==> src/sv/bdm_pkg.sv <==
// bdm_pkg: shared widths, constants and types of the box dilation marker
// no dependencies; compiled first
package bdm_pkg;

    // field widths fixed by the stream and register formats
    localparam int PIX_W      = 8;
    localparam int FW_W       = 12;
    localparam int FH_W       = 13;
    localparam int CFG_DATA_W = 13;
    localparam int CFG_IDX_W  = 2;

    // gap counter widths and their saturation points
    localparam int COL_GAP_W = 5;
    localparam int ROW_GAP_W = 6;
    localparam logic [COL_GAP_W-1:0] COL_SAT = '1;
    localparam logic [ROW_GAP_W-1:0] ROW_SAT = '1;

    // largest frame height that the height register is clamped to
    localparam int MAX_HEIGHT = 4096;

    // configuration register indexes
    typedef enum logic [CFG_IDX_W-1:0] {
        REG_FRAME_WIDTH  = 2'd0,
        REG_FRAME_HEIGHT = 2'd1,
        REG_MARK_VALUE   = 2'd2
    } t_cfg_reg;

    // position flags of one beat, worked out when the beat is taken
    typedef struct packed {
        logic in_col;    // column holds a real pixel, gap memory is touched
        logic col0;      // first column of a padded row
        logic row0;      // first row of the frame, gap memory data not used
        logic row_real;  // row holds real pixels
        logic emit;      // beat produces an output pixel
        logic last;      // beat produces the last output pixel of the frame
    } t_pix_flags;

endpackage

==> src/sv/bdm_raster.sv <==
// bdm_raster: geometry registers and padded raster position counters
// depends on bdm_pkg; gives per-beat position flags to the top level
module bdm_raster #(
    parameter int MAX_WIDTH = 2048,
    parameter int HALF_X    = 20,
    parameter int HALF_Y    = 10,
    parameter int AW        = 11
) (
    input  logic                               i_clk,
    input  logic                               i_rst_n,
    input  logic                               i_cfg_we,
    input  logic [bdm_pkg::CFG_IDX_W-1:0]      i_cfg_idx,
    input  logic [bdm_pkg::CFG_DATA_W-1:0]     i_cfg_data,
    input  logic                               i_step,
    output bdm_pkg::t_pix_flags                o_flags,
    output logic [AW-1:0]                      o_addr,
    output logic [bdm_pkg::PIX_W-1:0]          o_mark
);
    import bdm_pkg::*;

    localparam int CW = $clog2(MAX_WIDTH + HALF_X);
    localparam int RW = $clog2(MAX_HEIGHT + HALF_Y);
    localparam int RST_W = (MAX_WIDTH < 2048) ? MAX_WIDTH : 2048;
    localparam int RST_H = 2048;

    logic [CW-1:0]    r_width, n_width;
    logic [CW-1:0]    r_last_col, n_last_col;
    logic [RW-1:0]    r_height, n_height;
    logic [RW-1:0]    r_last_row, n_last_row;
    logic [PIX_W-1:0] r_mark, n_mark;
    logic [CW-1:0]    r_col, n_col;
    logic [RW-1:0]    r_row, n_row;
    logic [FW_W-1:0]  fw;
    logic [FH_W-1:0]  fh;
    logic [CW-1:0]    eff_w;
    logic [RW-1:0]    eff_h;

    // clamp written geometry into range
    always_comb begin
        fw = i_cfg_data[FW_W-1:0];
        fh = i_cfg_data[FH_W-1:0];
        if (fw == '0) begin
            eff_w = CW'(1);
        end else if (32'(fw) > 32'(MAX_WIDTH)) begin
            eff_w = CW'(MAX_WIDTH);
        end else begin
            eff_w = CW'(fw);
        end
        if (fh == '0) begin
            eff_h = RW'(1);
        end else if (32'(fh) > 32'(MAX_HEIGHT)) begin
            eff_h = RW'(MAX_HEIGHT);
        end else begin
            eff_h = RW'(fh);
        end
    end

    // register writes
    always_comb begin
        n_width    = r_width;
        n_last_col = r_last_col;
        n_height   = r_height;
        n_last_row = r_last_row;
        n_mark     = r_mark;
        if (i_cfg_we) begin
            unique case (i_cfg_idx)
                REG_FRAME_WIDTH: begin
                    n_width    = eff_w;
                    n_last_col = eff_w + CW'(HALF_X - 1);
                end
                REG_FRAME_HEIGHT: begin
                    n_height   = eff_h;
                    n_last_row = eff_h + RW'(HALF_Y - 1);
                end
                REG_MARK_VALUE: begin
                    n_mark = i_cfg_data[PIX_W-1:0];
                end
                default: begin
                end
            endcase
        end
    end

    // position advance, wrap at the padded row and frame ends
    always_comb begin
        n_col = r_col;
        n_row = r_row;
        if (i_step) begin
            if (r_col >= r_last_col) begin
                n_col = '0;
                n_row = (r_row >= r_last_row) ? '0 : r_row + RW'(1);
            end else begin
                n_col = r_col + CW'(1);
            end
        end
    end

    always_ff @(posedge i_clk) begin
        if (!i_rst_n) begin
            r_width    <= CW'(RST_W);
            r_last_col <= CW'(RST_W + HALF_X - 1);
            r_height   <= RW'(RST_H);
            r_last_row <= RW'(RST_H + HALF_Y - 1);
            r_mark     <= '1;
            r_col      <= '0;
            r_row      <= '0;
        end else begin
            r_width    <= n_width;
            r_last_col <= n_last_col;
            r_height   <= n_height;
            r_last_row <= n_last_row;
            r_mark     <= n_mark;
            r_col      <= n_col;
            r_row      <= n_row;
        end
    end

    // flags of the current position
    always_comb begin
        o_flags.in_col   = r_col < r_width;
        o_flags.col0     = r_col == '0;
        o_flags.row0     = r_row == '0;
        o_flags.row_real = r_row < r_height;
        o_flags.emit     = (r_col >= CW'(HALF_X)) && (r_row >= RW'(HALF_Y))
                           && (r_col <= r_last_col) && (r_row <= r_last_row);
        o_flags.last     = (r_col == r_last_col) && (r_row == r_last_row);
    end

    assign o_addr = r_col[AW-1:0];
    assign o_mark = r_mark;

endmodule
==> config.mk <==
export PLATFORM = sky130hd
export DESIGN_NAME = bdm_raster
export DESIGN_NICKNAME = d
export VERILOG_FILES = /design/src/sv/bdm_pkg.sv /design/src/sv/bdm_raster.sv
export SDC_FILE = /design/constraint.sdc
export NUM_CORES = 1
export LEC_CHECK = 0
export BUFFER_PORTS_ARGS = -buffer_cell sky130_fd_sc_hd__clkbuf_2
export CORE_MARGIN = 5
export CORE_UTILIZATION = 44
export CTS_CLUSTER_SIZE = 8
export DETAILED_ROUTE_END_ITERATION = 10
export HOLD_SLACK_MARGIN = 0.08
export PLACE_DENSITY = 0.71
export SYNTH_ARGS = -nofsm -noshare
export SYNTH_HDL_FRONTEND = slang
export SYNTH_SLANG_ARGS = --single-unit
==> constraint.sdc <==
create_clock -name i_clk -period 2.85 [get_ports i_clk]
set_clock_uncertainty 0.15 [all_clocks]
set_input_delay 0.4275 -clock i_clk [delete_from_list [all_inputs] [get_ports i_clk]]
set_output_delay 0.4275 -clock i_clk [all_outputs]
set_load 0.005 [all_outputs]
# == Word-level counts from Yosys, hierarchy flattened ==
# Cells that the tools add are included.
# totals
ff_bits,83
latchBits,0
ramBits,0
romBits,0
input_bits,19
out_inout_bits,25
word_cells,44
memories,0
# classes
add_sub_neg,4
mul,0
div,0
n_lt_le_gt_ge,10
n_eq_ne,4
shift,0
n_mux,6
bitwise_logic,0
n_reduce_logical,13
# op_table
operator,n
$mux W13,3
$mux W12,3
$logic_not A13 Y1,2
$logic_not A12 Y1,2
$add A13 B1 Y13 const B,1
$add A13 B4 Y13 const B,1
$eq A13 B13 Y1,1
$ge A13 B13 Y1,1
$ge A13 B4 Y1 const B,1
$gt A13 B13 Y1 const B,1
$le A13 B13 Y1,1
$lt A13 B13 Y1,1
$add A12 B1 Y12 const B,1
$add A12 B5 Y12 const B,1
$eq A12 B12 Y1,1
$ge A12 B12 Y1,1
$ge A12 B5 Y1 const B,1
$gt A12 B12 Y1 const B,1
$le A12 B12 Y1,1
$lt A12 B12 Y1,1
$reduce_and A2 Y1,4
$logic_and A1 B1 Y1,4
$eq A2 B1 Y1 const B,1
$eq A2 B2 Y1 const B,1
$logic_not A2 Y1,1

# == Longest topological paths before layout ==
# depth
ltp_word,4
ltp_mapped,13
mapped_depth_nobuf,12

# == Worst setup path after synthesis ==
# Ideal clock, no wire load.
# synth_timing
kind,input -> register
startpoint,input i_cfg_data[5] (netlist name)
endpoint,register r_last_col[8]
arrival_time_ns,2.181
path_slack_ns,0.401
stages,11
path_buffers,1
path_cell_list,clkbuf_1 nor4_1 nand3_1 a21o_1 ha_1 nor2_1 o21a_1 nand3_1 xnor2_1 a22oi_1 nor2b_1
# synth_via
elab_chain_cells,4
elab_cells_between_ends,5
cone_classes,add/sub (1); order compare (1); mux (2); reduce/logical (1)
# synth_rtl
item,line,text
start: declaration,bdm_raster.sv:13,"input logic [bdm_pkg::CFG_DATA_W-1:0] i_cfg_data,"
$gt A12 B12 Y1,bdm_raster.sv:44,end else if (32'(fw) > 32'(MAX_WIDTH)) begin
$mux W12,bdm_raster.sv:44,
$mux W12 *,bdm_raster.sv:42,if (fw == '0) begin
$add A12 B5 Y12 *,bdm_raster.sv:69,n_last_col = eff_w + CW'(HALF_X - 1);
end signal: assignment,bdm_raster.sv:101,r_last_col <= CW'(RST_W + HALF_X - 1);
end signal: assignment,bdm_raster.sv:109,r_last_col <= n_last_col;
end: declaration,bdm_raster.sv:27,"logic [CW-1:0] r_last_col, n_last_col;"
# Mark *: on every way between the ends. The rest lies on a longest branch, timed or not.
# A chain may end at the register's enable or synchronous reset.

==> results.cfg <==
[logic_synthesis]
ys_seq_area_share_pct = 32.0
yosysWarnings = 0
syn_nets = 714
post_synth.cell_area_avg_um2 = 8.12
syn_area_mm2 = 0.00519
synth_seq_cells = 83
synth-async-reset-ratio_pct = 0
synth_area_leaders = dfxtp_1 (32%), ha_1 (13%), nand2_1 (5.8%)
yosysTopAreaCell = dfxtp_1
yosysTopAreaCellShare_pct = 32.0
synth_edf_count = 0
synth_ff_type = dfxtp_1
synth_cell_type_count = 58
syn_inst = 640

[power_and_ir_drop]
ir_worst_vdd_v = 0.000235
p_leak_nw = 2.64
power_density_mw_per_mm2 = 465

[grt]
grt_pass1_vias = 4590
antenna_found_initial = 0
grt_busiest_layer = met2
grt_max_degree = 58
use_met1_pct = 26.4
track_usage_pct = 19.4
grt_use_met3_pct = 2.91
use_met2_pct = 30.7
grt_overflow = 0
grt_pass1_wl_mm = 22.5

[clock_tree]
clk_pin_slew_ps = 70
numCtsBuffers = 9
ctsHtreeMaxLevel = 3
clk-insertion-delay-late_ps = 350
clock_sinks = 83
clockBufferDepth = 2
cts_tree = yes
holdBufCountCts = 0
clock-root-buffer = clkbuf_16

[floorplanning]
io_pins = 44
die_w_um = 119
initial_core_util_pct = 45.1
die_h_um = 119
rows = 39
dieArea_mm2 = 0.0141
core_mm2 = 0.0115

[finish]
final_nets = 759
diodes = 0
final_util_pct = 52.6
final_common_cell = nand2_1
layout-drive-gt1-share_pct = 18.6
layout_common_cells = nand2_1 (80), dfxtp_1 (69), ha_1 (52)
syn_to_final_growth_pct = 16.6
final_cells = 833

[placement]
gp_congestion = 0.926
port_buffers = 43
dp.cells = 812
hpwlAfterDp_mm = 9.90

[setup_path]
cp_max_fo = 3
rrSetupSlack_ps = 190
cpMaxStageDelayCell = or4_4
cp.buffers_inverters = 2
start_kind = register
crit_arrival_ps = 2250
end_kind = output port
critPathKind = reg2out
slowest_delay_ps = 570
critPathRequiredTime_ps = 2270
path_cells = inv_1 > ha_1 > nand4_1 > or4_4 > a221oi_2 > buf_2
path_delay_family = simple AND/OR/NAND/NOR gates
r2r_cells = 9
r2r_end = r_row[12]$_SDFFE_PN0P_
reg2reg_from = r_last_col[7]$_SDFFE_PN0P_

[detailed_routing]
drc = 0
wl_mm = 13.7
ant_nets = 0
viasPerCell = 5.55
routedWlPerCell_um = 16.5
first_pass_iters = 5
vias = 4620
drt-initial-drc-count = 254

[run]
cap_viol_max_count = 0

[worst_hold_path]
min_path_cells = 3
hp-start = i_cfg_data[1]
holdPathEnd = o_mark[1]$_SDFFE_PN1P_
min_path_type = in2reg

[sta]
min_period_ps = 2820
rsz0062_at_grt = yes
tns_ps = 0
tightest_slew_ps = 876
max_freq_mhz = 354
post-route-period-util_pct = 99.1
max_slew_margin_pct = 41.5
setup_viol = 0
hold_violations = 0
drv_slew = 0

[run_status]
status = complete, no violations
-- worst max-delay path by stage --
stage	to	slack [ps]	startpoint	depth (start not counted)
after floorplan	r_last_col[8]$_SDFFE_PN0P_	400	i_cfg_data[5]	11
after global placement	r_row[12]$_SDFFE_PN0P_	220	r_row[0]$_SDFFE_PN0P_	7
after detailed placement	o_flags[1]	190	r_last_row[8]$_SDFFE_PN0P_	8
after CTS	o_flags[1]	5	r_last_row[6]$_SDFFE_PN0P_	8
after global routing	o_flags[1]	-40	r_last_row[1]$_SDFFE_PN0P_	9
final	o_flags[1]	30	r_last_col[7]$_SDFFE_PN0P_	6
-- cell usage after synthesis (2+ instances only) --
cell       instances
dfxtp_1           83
nand2_1           80
ha_1              55
inv_1             54
nor2_1            45
nand3_1           27
clkbuf_1          25
a21oi_1           22
o21ai_0           22
xor2_1            22
nor2b_1           20
a21boi_0          19
xnor2_1           16
a21o_1            14
buf_4             12
nand4_1           12
nor3_1            10
and3_1             9
o21a_1             9
nand3b_1           7
o211ai_1           7
a22oi_1            6
and2_1             6
nor4_1             6
and4_1             4
nand2b_1           4
a221oi_1           3
o211a_1            3
a2111oi_0          2
a22o_1             2
and3b_1            2
buf_2              2
nor3b_1            2
o2bb2ai_1          2
o311ai_0           2
o31ai_1            2
-- routing by layer --
layer	part of all wire (%)	vias up
met5	0	-
met4	2.5	0
met3	3.9	32
met2	45	127
met1	48	2180
li1	-	2281
-- cells by family (layout without fill, tap and decap cells) --
family	after synthesis	after routing	synth area share (%)
buf+inv	97	147	8.26
compound gates	127	127	17.3
simple gates	240	240	22.8
xor+xnor	38	38	6.41
flops	83	83	32.0
fa+ha+maj	55	55	13.2
-- sequential cells by signal (all words and copies together), names as in the netlist --
signal	count
r_row	13
r_height	13
o_mark	8
r_width	12
r_last_col	12
r_col	12
r_last_row	13
-- through the flow --
stage / worst slack [ps] / hold WS (ps) / total power, mW / cell area [µm²]
final: 26.2 / 267 / 2.82 / 6060
after global routing: -40.9 / 289 / 2.91 / 6060
after CTS: 5.26 / 260 / 2.81 / 5970
after detailed placement: 194 / 309 / 1.51 / 5580
after global placement: 215 / 303 / 1.50 / 5580
after floorplan: 401 / 283 / 1.42 / 5190
-- power by group --
part	total [mW]	internal, mW	switching [mW]	leakage, nW
sequential	1.21	1.19	0.0200	0.680
clock	1.31	0.800	0.514	0.160
combinational	0.292	0.119	0.173	1.80
total	2.82	2.11	0.706	2.64
-- what timing repair did --
item,in CTS,in global routing
setup endpoints to repair,3,4
buffers inserted,2,3
hold endpoints to repair,0,0
pin swaps,10,15
resized for setup,15,23
-- worst register-to-register path, stage by stage, from the launching register on --
cell      delay, ps
dfxtp_1         350
inv_1            70
ha_1            320
nand4_1         130
or4_4           570
buf_6           170
clkinv_1        100
o21ai_2         160
a21boi_2        390
nor2_1          130
-- layout make-up --
class | count | area (µm²)
inverter | 55 | 206
fill | 1078 | 5460
clock buffer | 10 | 239
sequential | 83 | 1680
timing repair buffer | 76 | 467
clock inverter | 6 | 93.8
tap | 143 | 179
multi-input combinational | 460 | 3190
No activity file was read; power rests on OpenSTA's default activity.
